$ cat config.mk
export PLATFORM = sky130hd
export DESIGN_NAME = thermistor_resistance_to_temp
export DESIGN_NICKNAME = d
export VERILOG_FILES = /design/src/rtl/core/thrt_pkg.sv /design/src/rtl/core/thermistor_resistance_to_temp.sv
export SDC_FILE = /design/constraint.sdc
export NUM_CORES = 1
export LEC_CHECK = 0
export BUFFER_PORTS_ARGS = -buffer_cell sky130_fd_sc_hd__buf_2
export CAP_MARGIN = 5
export CORE_ASPECT_RATIO = 2
export CORE_UTILIZATION = 50
export DETAILED_ROUTE_END_ITERATION = 8
export PLACE_DENSITY_LB_ADDON = 0.1
export SETUP_SLACK_MARGIN = 0.4
export SLEW_MARGIN = 5
export SYNTH_ARGS = -nofsm -noshare
export SYNTH_HDL_FRONTEND = slang
export SYNTH_SLANG_ARGS = --single-unit
export TNS_END_PERCENT = 1
$ cat constraint.sdc
create_clock -name aclk -period 8.8 [get_ports aclk]
set_input_delay 0.44 -clock aclk [delete_from_list [all_inputs] [get_ports aclk]]
set_output_delay 0.44 -clock aclk [all_outputs]
set_load 0.02 [all_outputs]
$ cat src/rtl/core/thrt_pkg.sv
// Shared constants and the resistance table for the thermistor converter.
package thrt_pkg;

    localparam int TABLE_ENTRIES = 121;
    localparam int IDX_W         = $clog2(TABLE_ENTRIES);
    localparam int RES_W         = 18;
    localparam int TEMP_W        = 14;
    localparam int S_DATA_W      = ((RES_W + 7) / 8) * 8;
    localparam int M_DATA_W      = ((TEMP_W + 7) / 8) * 8;

    // Ten equal sub-steps per degree; each one is a tenth of a degree.
    localparam int SUB_STEPS     = 10;
    localparam int K_W           = $clog2(SUB_STEPS + 1);
    localparam int HUNDREDTHS    = 100;

    // x / 10 == (x * RECIP) >> RECIP_SHIFT holds exactly for every 18-bit x.
    localparam int RECIP_SHIFT   = 21;
    localparam logic [RES_W-1:0] RECIP = RES_W'(((1 << RECIP_SHIFT) + 9) / 10);
    localparam int PROD_W        = 2 * RES_W;
    localparam int STEP_W        = PROD_W - RECIP_SHIFT;

    // Descending resistance in ohms; entry i stands for i degrees Celsius.
    localparam logic [RES_W-1:0] ROM_RES [TABLE_ENTRIES] = '{
        18'd220859, 18'd220186, 18'd219486, 18'd218758, 18'd218001, 18'd217214,
        18'd216397, 18'd215549, 18'd214669, 18'd213758, 18'd212814, 18'd211836,
        18'd210825, 18'd209779, 18'd208698, 18'd207583, 18'd206431, 18'd205243,
        18'd204019, 18'd202757, 18'd201459, 18'd200124, 18'd198751, 18'd197340,
        18'd195892, 18'd194406, 18'd192882, 18'd191321, 18'd189723, 18'd188088,
        18'd186415, 18'd184707, 18'd182962, 18'd181181, 18'd179366, 18'd177516,
        18'd175632, 18'd173716, 18'd171767, 18'd169786, 18'd167775, 18'd165735,
        18'd163666, 18'd161570, 18'd159447, 18'd157299, 18'd155128, 18'd152933,
        18'd150718, 18'd148482, 18'd146228, 18'd143957, 18'd141670, 18'd139369,
        18'd137055, 18'd134729, 18'd132394, 18'd130051, 18'd127701, 18'd125345,
        18'd122986, 18'd120624, 18'd118262, 18'd115900, 18'd113540, 18'd111184,
        18'd108833, 18'd106489, 18'd104152, 18'd101823, 18'd99506,  18'd97199,
        18'd94906,  18'd92626,  18'd90361,  18'd88112,  18'd85880,  18'd83667,
        18'd81472,  18'd79297,  18'd77142,  18'd75009,  18'd72898,  18'd70810,
        18'd68746,  18'd66705,  18'd64689,  18'd62698,  18'd60733,  18'd58793,
        18'd56880,  18'd54993,  18'd53133,  18'd51301,  18'd49495,  18'd47717,
        18'd45967,  18'd44244,  18'd42549,  18'd40882,  18'd39243,  18'd37631,
        18'd36046,  18'd34490,  18'd32960,  18'd31458,  18'd29983,  18'd28535,
        18'd27114,  18'd25719,  18'd24351,  18'd23008,  18'd21691,  18'd20400,
        18'd19134,  18'd17892,  18'd16676,  18'd15483,  18'd14315,  18'd13170,
        18'd12048
    };

    // Table read; an index past the last entry reads as zero.
    function automatic logic [RES_W-1:0] rom_res(input logic [IDX_W-1:0] idx);
        logic [RES_W-1:0] val;
        val = '0;
        if (int'(idx) < TABLE_ENTRIES) begin
            val = ROM_RES[idx];
        end
        return val;
    endfunction

endpackage

$ cat src/rtl/core/thermistor_resistance_to_temp.sv
// Thermistor resistance to temperature converter: table walk and sub-step interpolation.
// A reading outside the table goes straight to the output register; else the table walk reads
// one ROM entry per cycle (at most TABLE_ENTRIES - 1), and a reading between entries then takes
// one step multiply, one sub-step set-up and up to ten sub-step compares. The output register is
// loaded once it is free. One reading at a time: a new beat is taken only when the sequencer idles.
// Reset (aresetn low, synchronous) empties the output register and idles the sequencer.
module thermistor_resistance_to_temp (
    input  logic                          aclk,
    input  logic                          aresetn,
    input  logic                          s_tvalid,
    output logic                          s_tready,
    input  logic [thrt_pkg::S_DATA_W-1:0] s_tdata,   // [17:0] resistance
    output logic                          m_tvalid,
    input  logic                          m_tready,
    output logic [thrt_pkg::M_DATA_W-1:0] m_tdata,   // [13:0] temperature
    output logic [0:0]                    m_tuser    // [0] status
);

    typedef enum logic [2:0] {
        ST_IDLE,
        ST_WALK,
        ST_MUL,
        ST_SUB,
        ST_DONE
    } state_t;

    localparam logic [thrt_pkg::IDX_W-1:0] LAST_IDX = thrt_pkg::IDX_W'(thrt_pkg::TABLE_ENTRIES - 1);
    localparam logic [thrt_pkg::K_W-1:0]   K_LAST   = thrt_pkg::K_W'(thrt_pkg::SUB_STEPS);

    state_t                          state_reg, state_next;
    logic                            m_tvalid_reg, m_tvalid_next;
    logic [thrt_pkg::TEMP_W-1:0]     m_temp_reg, m_temp_next;
    logic                            m_status_reg, m_status_next;

    logic [thrt_pkg::RES_W-1:0]      res_reg, res_next;
    logic [thrt_pkg::IDX_W-1:0]      cur_reg, cur_next;
    logic [thrt_pkg::RES_W-1:0]      rom_q_reg;
    logic [thrt_pkg::RES_W-1:0]      hi_reg, hi_next;
    logic [thrt_pkg::RES_W-1:0]      lo_reg, lo_next;
    logic [thrt_pkg::PROD_W-1:0]     prod_reg, prod_next;
    logic [thrt_pkg::RES_W-1:0]      step_reg, step_next;
    logic [thrt_pkg::RES_W-1:0]      point_reg, point_next;
    logic [thrt_pkg::K_W-1:0]        k_reg, k_next;
    logic [thrt_pkg::TEMP_W-1:0]     base_reg, base_next;
    logic [thrt_pkg::TEMP_W-1:0]     temp_reg, temp_next;
    logic                            status_reg, status_next;

    logic [thrt_pkg::RES_W-1:0]      s_res;
    logic [thrt_pkg::RES_W-1:0]      diff;
    logic                            out_free;

    assign s_res    = s_tdata[thrt_pkg::RES_W-1:0];
    assign s_tready = (state_reg == ST_IDLE);
    assign out_free = !m_tvalid_reg || m_tready;
    assign diff     = hi_reg - lo_reg;

    always_comb begin
        state_next    = state_reg;
        m_tvalid_next = m_tvalid_reg && !m_tready;
        m_temp_next   = m_temp_reg;
        m_status_next = m_status_reg;
        res_next      = res_reg;
        cur_next      = cur_reg;
        hi_next       = hi_reg;
        lo_next       = lo_reg;
        prod_next     = prod_reg;
        step_next     = step_reg;
        point_next    = point_reg;
        k_next        = k_reg;
        base_next     = base_reg;
        temp_next     = temp_reg;
        status_next   = status_reg;

        case (state_reg)
            ST_IDLE: begin
                if (s_tvalid) begin
                    res_next = s_res;
                    if (s_res >= thrt_pkg::rom_res('0) || s_res <= thrt_pkg::rom_res(LAST_IDX)) begin
                        temp_next   = '0;
                        status_next = 1'b1;
                        state_next  = ST_DONE;
                    end else begin
                        // Entry 1 is read on this edge; entry 0 is the upper bracket.
                        cur_next   = thrt_pkg::IDX_W'(1);
                        hi_next    = thrt_pkg::rom_res('0);
                        state_next = ST_WALK;
                    end
                end
            end
            ST_WALK: begin
                if (rom_q_reg == res_reg) begin
                    temp_next   = thrt_pkg::TEMP_W'(cur_reg) * thrt_pkg::TEMP_W'(thrt_pkg::HUNDREDTHS);
                    status_next = 1'b0;
                    state_next  = ST_DONE;
                end else if (rom_q_reg < res_reg) begin
                    lo_next    = rom_q_reg;
                    base_next  = thrt_pkg::TEMP_W'(cur_reg - thrt_pkg::IDX_W'(1))
                                 * thrt_pkg::TEMP_W'(thrt_pkg::HUNDREDTHS);
                    state_next = ST_MUL;
                end else begin
                    hi_next  = rom_q_reg;
                    cur_next = cur_reg + thrt_pkg::IDX_W'(1);
                end
            end
            ST_MUL: begin
                prod_next  = thrt_pkg::PROD_W'(diff) * thrt_pkg::PROD_W'(thrt_pkg::RECIP);
                state_next = ST_SUB;
                k_next     = '0;
            end
            ST_SUB: begin
                // The first sub-step point is set up on entry, the rest walk down by one step.
                if (k_reg == '0) begin
                    step_next  = thrt_pkg::RES_W'(prod_reg[thrt_pkg::PROD_W-1:thrt_pkg::RECIP_SHIFT]);
                    point_next = hi_reg - thrt_pkg::RES_W'(prod_reg[thrt_pkg::PROD_W-1:thrt_pkg::RECIP_SHIFT]);
                    k_next     = thrt_pkg::K_W'(1);
                end else if (point_reg < res_reg) begin
                    temp_next   = base_reg + thrt_pkg::TEMP_W'(k_reg) * thrt_pkg::TEMP_W'(thrt_pkg::SUB_STEPS);
                    status_next = 1'b0;
                    state_next  = ST_DONE;
                end else if (k_reg == K_LAST) begin
                    // No sub-step point lies below the reading: no increase.
                    temp_next   = base_reg;
                    status_next = 1'b0;
                    state_next  = ST_DONE;
                end else begin
                    point_next = point_reg - step_reg;
                    k_next     = k_reg + thrt_pkg::K_W'(1);
                end
            end
            ST_DONE: begin
                if (out_free) begin
                    m_tvalid_next = 1'b1;
                    m_temp_next   = temp_reg;
                    m_status_next = status_reg;
                    state_next    = ST_IDLE;
                end
            end
            default: begin
                state_next = ST_IDLE;
            end
        endcase
    end

    always_ff @(posedge aclk) begin
        if (!aresetn) begin
            state_reg    <= ST_IDLE;
            m_tvalid_reg <= 1'b0;
            m_temp_reg   <= '0;
            m_status_reg <= 1'b0;
            k_reg        <= '0;
        end else begin
            state_reg    <= state_next;
            m_tvalid_reg <= m_tvalid_next;
            m_temp_reg   <= m_temp_next;
            m_status_reg <= m_status_next;
            k_reg        <= k_next;
        end
    end

    always_ff @(posedge aclk) begin
        rom_q_reg    <= thrt_pkg::rom_res(cur_next);
        res_reg      <= res_next;
        cur_reg      <= cur_next;
        hi_reg       <= hi_next;
        lo_reg       <= lo_next;
        prod_reg     <= prod_next;
        step_reg     <= step_next;
        point_reg    <= point_next;
        base_reg     <= base_next;
        temp_reg     <= temp_next;
        status_reg   <= status_next;
    end

    assign m_tvalid = m_tvalid_reg;
    assign m_tdata  = thrt_pkg::M_DATA_W'(m_temp_reg);
    assign m_tuser  = m_status_reg;

`ifndef SYNTHESIS
    a_range_zero: assert property (@(posedge aclk) disable iff (!aresetn)
        m_tvalid && m_tuser[0] |-> m_tdata == '0)
        else $error("out-of-range result carries a non-zero temperature");

    a_temp_max: assert property (@(posedge aclk) disable iff (!aresetn)
        m_tvalid && !m_tuser[0] |->
            m_tdata <= thrt_pkg::M_DATA_W'((thrt_pkg::TABLE_ENTRIES - 1) * thrt_pkg::HUNDREDTHS))
        else $error("converted temperature beyond the table");

    a_walk_index: assert property (@(posedge aclk) disable iff (!aresetn)
        state_reg == ST_WALK |-> cur_reg >= thrt_pkg::IDX_W'(1) && cur_reg <= LAST_IDX)
        else $error("table walk left the table");

    a_sub_bracket: assert property (@(posedge aclk) disable iff (!aresetn)
        state_reg == ST_SUB && k_reg != '0 |-> point_reg >= lo_reg && k_reg <= K_LAST)
        else $error("sub-step point fell below the lower bracket");

    a_hold_busy: assert property (@(posedge aclk) disable iff (!aresetn)
        $past(state_reg) == ST_DONE && state_reg == ST_DONE |-> $past(m_tvalid) && m_tvalid)
        else $error("finished result held back while the output register was free");
`endif

endmodule

# Yosys cells after proc, flatten, opt, wreduce, memory -nomap -nowiden
# Memories as Yosys holds them, arrays and structs flattened. A register that Yosys moved wholly into a read port is not among the register bits.
# Index checks and enable logic that the tools add are counted.
dict set report word_totals {
  latchBits 0
  output_inout_bits 19
  inputBits 28
  rom_bits 2304
  register_bits 178
  wordCells 116
  ramBits 0
  mem_count 1
}
# name depth word_bits rd rd_ports_with_merged_regs write_ports line
set memory_table {}
lappend memory_table {{(no name shown)} 128 18 1 1 0 thrt_pkg.sv:52} ;# val = ROM_RES[idx];
dict set report classes {
  mux 42
  n_eq_ne 20
  reduce_logical 20
  n_lt_le_gt_ge 5
  n_addsub 7
  div 0
  n_shift 0
  bitwise 2
  n_mul 4
}
# operator count
set op_table {}
lappend op_table {{2-to-1 mux 18 bit} 7}
lappend op_table {{2-to-1 mux 14 bit} 6}
lappend op_table {{one-hot mux 14 bit (3 select lines)} 1}
lappend op_table {{less-than comparator 18 bit} 2}
lappend op_table {{one-hot mux 18 bit (2 select lines)} 1}
lappend op_table {{subtractor 18 x 15 -> 18 bit} 2}
lappend op_table {{multiplier 18 x 16 -> 34 bit (second input constant)} 1}
lappend op_table {{2-to-1 mux 7 bit} 4}
lappend op_table {{2-to-1 mux 3 bit} 8}
lappend op_table {{equality test 18 bit} 1}
lappend op_table {{greater-or-equal comparator 18 bit (second input constant)} 1}
lappend op_table {{less-or-equal comparator 18 x 14 -> 1 bit (second input constant)} 1}
lappend op_table {{!= test 2 bit (second input constant)} 9}
lappend op_table {{subtractor 18 bit} 1}
lappend op_table {{one-hot mux 3 bit (5 select lines)} 1}
lappend op_table {{adder 14 x 8 -> 14 bit} 1}
lappend op_table {{multiplier 14 x 5 -> 12 bit (second input constant)} 1}
lappend op_table {{one-hot mux 7 bit (2 select lines)} 1}
lappend op_table {{multiplier 7 x 5 -> 12 bit (second input constant)} 1}
lappend op_table {{2-to-1 mux 4 bit} 3}
lappend op_table {{!= test 3 bit (second input constant)} 4}
lappend op_table {{AND reduction 5 bit} 2}
lappend op_table {{AND reduction 3 bit} 3}
lappend op_table {{2-to-1 mux 1 bit} 8}
lappend op_table {{23 further kinds} 30}

# Depth between registers and ports, before layout
dict set report logic_depth {
  ltp_word 7
  mapped_depth 35
  depth_no_buf 35
}

# Worst setup path after synthesis
# No wires, ideal clock.
dict set report synth_path {
  kind {register to register}
  from {register hi_reg[0] (netlist name)}
  to {register prod_reg[35] (netlist name) (data pin)}
  path_stages_with_launch 33
  t_arrival_ps 7728
  slack_ps 807
  required_ps 8535
  n_path_buf 0
  setup_ps 265
  synth_period_minus_slack_ps 7993
  cell_sequence {edfxtp_1 > inv_1 > ha_1 > inv_1 > fa_1 > a21o_1 > a21oi_1 > nor2b_1 > o21a_1 > o311ai_1 > a31oi_1 > a21o_1 > a21oi_1 > xnor2_1 > ha_1 > ha_1 > fa_1 > fa_1 > fa_1 > inv_1 > fa_1 > inv_1 > ha_1 > a2111oi_0 > nand4_1 > o21bai_1 > a31oi_1 > o21ai_1 > o41ai_1 > nor2b_1 > nor4_1 > a311oi_1 > xnor2_1}
}
dict set report synth_via {
  elab_chain_len 2
}
# element line
set synth_rtl {}
lappend synth_rtl {{from (decl)} thermistor_resistance_to_temp.sv:38} ;# logic [thrt_pkg::RES_W-1:0] hi_reg, hi_next;
lappend synth_rtl {{from (signal assigned)} thermistor_resistance_to_temp.sv:164} ;# hi_reg <= hi_next;
lappend synth_rtl {{subtractor 18 bit} thermistor_resistance_to_temp.sv:55} ;# assign diff = hi_reg - lo_reg;
lappend synth_rtl {{multiplier 18 x 16 -> 34 bit} thermistor_resistance_to_temp.sv:106} ;# prod_next = thrt_pkg::PROD_W'(diff) * thrt_pkg::PROD_W'(thrt_pkg::RECIP);
lappend synth_rtl {{to (signal assigned)} thermistor_resistance_to_temp.sv:166} ;# prod_reg <= prod_next;
lappend synth_rtl {{to (decl)} thermistor_resistance_to_temp.sv:40} ;# logic [thrt_pkg::PROD_W-1:0] prod_reg, prod_next;
# Every way passes these cells.
# A chain may end at the register's enable or synchronous reset.

# Worst setup path after layout
# Same ends and word-level chain as after synthesis.

==> flow_metrics.py <==
metrics = {
    "global_routing": {
        "grt_pass1_wl_mm": 92.2,
        "overflow": 0,
        "number_of_global_route_vias_before_repair": 16200,
        "grt_max_degree": 66,
        "globalRouteTotalUtil_pct": 32.3,
        "grt_antenna_before_repair": 0,
    },
    "finish": {
        "antenna-diode-count": 0,
        "syn_to_final_growth_pct": 9.25,
        "layout.cell_area.non_filler_um2": 20700,
        "final_layout_size_suffix_gt1_share_pct": 11.3,
        "nNetsFinal": 2502,
        "fillCellCount": 3494,
    },
    "sta": {
        "worst_pin_slew_ns": 1.03,
        "clock_skew_ns": 0.0149,
        "finalSetupViolations": 0,
        "grt_setup_unrepaired": "false",
        "finalHoldWorstSlack_ns": 0.192,
        "max_slew_margin_pct": 30.8,
        "fin_crit_ns": 8.06,
        "slew_violations": 0,
        "timing.final.hold_violations": 0,
        "worst_slack_ns": 0.735,
        "max_clock_freq_mhz": 124,
        "post-route-period-util_pct": 91.6,
    },
    "critical_path": {
        "end_kind": "flip-flop",
        "r2r_setup_slack_ns": 0.74,
        "r2r.worst_path.cells": 36,
        "slowest_delay_ns": 0.53,
        "rr_startpoint": "hi_reg[0]",
        "worstReg2RegEnd": "prod_reg[35]",
        "cp.required_ns": 9.00,
        "cpMostUsedCell": "sky130_fd_sc_hd__fa_1",
        "timing.critical_path.from_type": "flip-flop",
        "worst-endpoint-arrival_ns": 8.27,
        "critical_path_class": "reg -> reg",
        "slowest_stage": "sky130_fd_sc_hd__fa_1",
        "worstPathMaxFanout": 3,
    },
    "yosys": {
        "netlist_instances": 2010,
        "unique_masters_post_synth": 98,
        "synth.most_common_cell": "sky130_fd_sc_hd__ha_1",
        "ys_top_cells_by_count": "sky130_fd_sc_hd__ha_1 (308), sky130_fd_sc_hd__inv_1 (295), sky130_fd_sc_hd__edfxtp_1 (128)",
        "yosys_warnings": 0,
        "synth_sequential_area_ratio_pct": 25.3,
        "synth_largest_area_cell": "sky130_fd_sc_hd__ha_1",
        "synth_edf_count": 128,
        "flip_flop_and_latch_count_after_synthesis": 175,
        "netlist_area_um2": 18900,
        "syn-mean-instance-area_um2": 9.42,
        "synth_area_leaders": "sky130_fd_sc_hd__ha_1 (20%), sky130_fd_sc_hd__edfxtp_1 (20%), sky130_fd_sc_hd__fa_1 (11%)",
        "synth.top_cell.area_share_pct": 20.3,
        "async_reset_ff_share_pct": 0,
        "yosys_most_used_dff": "sky130_fd_sc_hd__edfxtp_1",
    },
    "route": {
        "post_drt_via_cell_ratio": 6.09,
        "dr_total_vias": 15400,
        "detail_route.iter0.violations": 789,
        "drt-pass1-iter-count": 5,
        "mean_routed_wirelength_per_cell_um": 24.4,
        "route.final.wire_length_mm": 61.8,
        "postRouteAntennaNets": 0,
        "number_of_remaining_drc_errors": 0,
    },
    "floorplan": {
        "die-width_um": 140,
        "boundaryPins": 47,
        "core_um2": 37300,
        "initial_core_util_pct": 50.8,
        "rows": 100,
        "die-area_um2": 38700,
        "floorplan.die.height_um": 277,
    },
    "clocking": {
        "clk_root_buffer_cell": "sky130_fd_sc_hd__clkbuf_16",
        "clockBufferDepth": 2,
        "clock-sinks": 175,
        "cts.reportedPaths.clkPinSlew_ns": 0.08,
        "insertion_delay_ns": 0.46,
        "cts.htree.levels": 4,
        "tritoncts": "built",
        "tritoncts.num_buffers": 17,
    },
    "placed_design": {
        "finalWeightedCongestion": 1.00,
        "placement.cell_area_um2": 19700,
        "detailedPlace.worstSlack_ns": -0.0760,
        "dp_wirelength_mm": 49.9,
        "port_buffers": 37,
    },
    "run": {
        "maxCapViolCount": 0,
    },
    "hold_path": {
        "holdCritPathClass": "in -> reg",
        "hold-path-cell-count": 1,
        "holdCritStartpoint": "s_tdata[1]",
        "hold-path-endpoint": "res_reg[1]",
    },
    "outcome": {
        "run_status": "complete, no violations",
    },
}
through the flow:
step,utilization (%),instances,TNS [ns]
floorplan,-,2012,0
global placement,52.9,2492,0
detailed placement,52.9,2492,-0.0760
CTS,54.9,2530,0
global route,55.5,2535,0
finish,55.5,2535,0
layer usage:
metal	track usage [%]	up-vias	wire length, um
li1	-	7195	-
met2	64.1	516	34500
met3	2.95	247	2180
met5	0	-	0
met4	28.7	0	5990
met1	28.0	7489	19100
cell families (layout without fill, tap and decap cells):
family / count (synthesis) / count (layout) / share of synthesized area, %
AND/OR/NAND/NOR: 421 / 421 / 11.3
XOR/XNOR: 106 / 106 / 4.90
flip-flops: 175 / 175 / 25.3
AO/OA/AOI/OAI: 493 / 493 / 17.5
other: 1 / 3 / 0.0198
adder cells (fa/ha/maj): 411 / 411 / 31.2
multiplexers: 27 / 27 / 1.47
buffers and inverters: 376 / 440 / 8.34
timing repair:
action,4_1_cts,5_1_grt
gates resized for setup,27,30
setup buffers,6,5
pin swaps,17,34
cloned,0,0
endpoints found under the setup margin,8,6
hold buffers,0,0
worst max-delay path, delay by kind of cell, from the launching register on:
| family | cells | cell delay (ns) |
|---|---|---|
| AO/OA/AOI/OAI | 13 | 2.34 |
| XOR/XNOR | 2 | 0.34 |
| adder cells (fa/ha/maj) | 9 | 3.28 |
| buffers and inverters | 8 | 0.90 |
| flip-flops | 1 | 0.38 |
| AND/OR/NAND/NOR | 4 | 0.53 |
cell usage in the layout, fill, tap and decap left out, types with 11 or more instances in the layout:
cell and instances:
sky130_fd_sc_hd__nor3_1 39, sky130_fd_sc_hd__ha_1 297, sky130_fd_sc_hd__xnor2_1 65, sky130_fd_sc_hd__o31ai_1 15, sky130_fd_sc_hd__o21ai_0 80, sky130_fd_sc_hd__or3_1 12, sky130_fd_sc_hd__clkbuf_16 17, sky130_fd_sc_hd__nor2_1 94
sky130_fd_sc_hd__inv_2 11, sky130_fd_sc_hd__a21o_1 31, sky130_fd_sc_hd__edfxtp_1 128, sky130_fd_sc_hd__a31oi_1 15, sky130_fd_sc_hd__o21a_1 15, sky130_fd_sc_hd__buf_4 68, sky130_fd_sc_hd__and2_1 11, sky130_fd_sc_hd__mux2i_1 24
sky130_fd_sc_hd__fa_1 100, sky130_fd_sc_hd__inv_1 288, sky130_fd_sc_hd__nand3_1 24, sky130_fd_sc_hd__nand2_1 103, sky130_fd_sc_hd__nand2b_1 27, sky130_fd_sc_hd__o22ai_1 16, sky130_fd_sc_hd__nor2b_1 30, sky130_fd_sc_hd__a211oi_1 23
sky130_fd_sc_hd__buf_2 37, sky130_fd_sc_hd__o21ai_1 23, sky130_fd_sc_hd__and3_1 15, sky130_fd_sc_hd__dfxtp_1 47, sky130_fd_sc_hd__a21oi_1 124, sky130_fd_sc_hd__o211ai_1 21, sky130_fd_sc_hd__xor2_1 36, sky130_fd_sc_hd__nand4_1 14
how the worst max path moves through the flow:
stage	depth (start not counted)	endpoint	from	slack, ns
floorplan	32	prod_reg[35]	hi_reg[0]	0.81
global placement	37	prod_reg[35]	hi_reg[0]	0.07
detailed placement	37	prod_reg[35]	hi_reg[0]	-0.08
CTS	36	prod_reg[35]	hi_reg[0]	0.40
global route	38	prod_reg[35]	hi_reg[0]	0.36
finish	36	prod_reg[35]	hi_reg[0]	0.74
area by class of cell:
| class | instances | area, um^2 | area share (%) |
|---|---|---|---|
| multi-input combinational | 1461 | 12900 | 62.4 |
| clock inverter | 15 | 145 | 0.701 |
| clock buffer | 17 | 425 | 2.06 |
| timing repair buffer | 107 | 718 | 3.47 |
| tap | 459 | 574 | 2.78 |
| sequential | 175 | 4780 | 23.1 |
| inverter | 301 | 1130 | 5.48 |
Power is left out: the tool's default activity adds up to more than one toggle a clock period on the data nets, which glitch-free logic cannot reach.
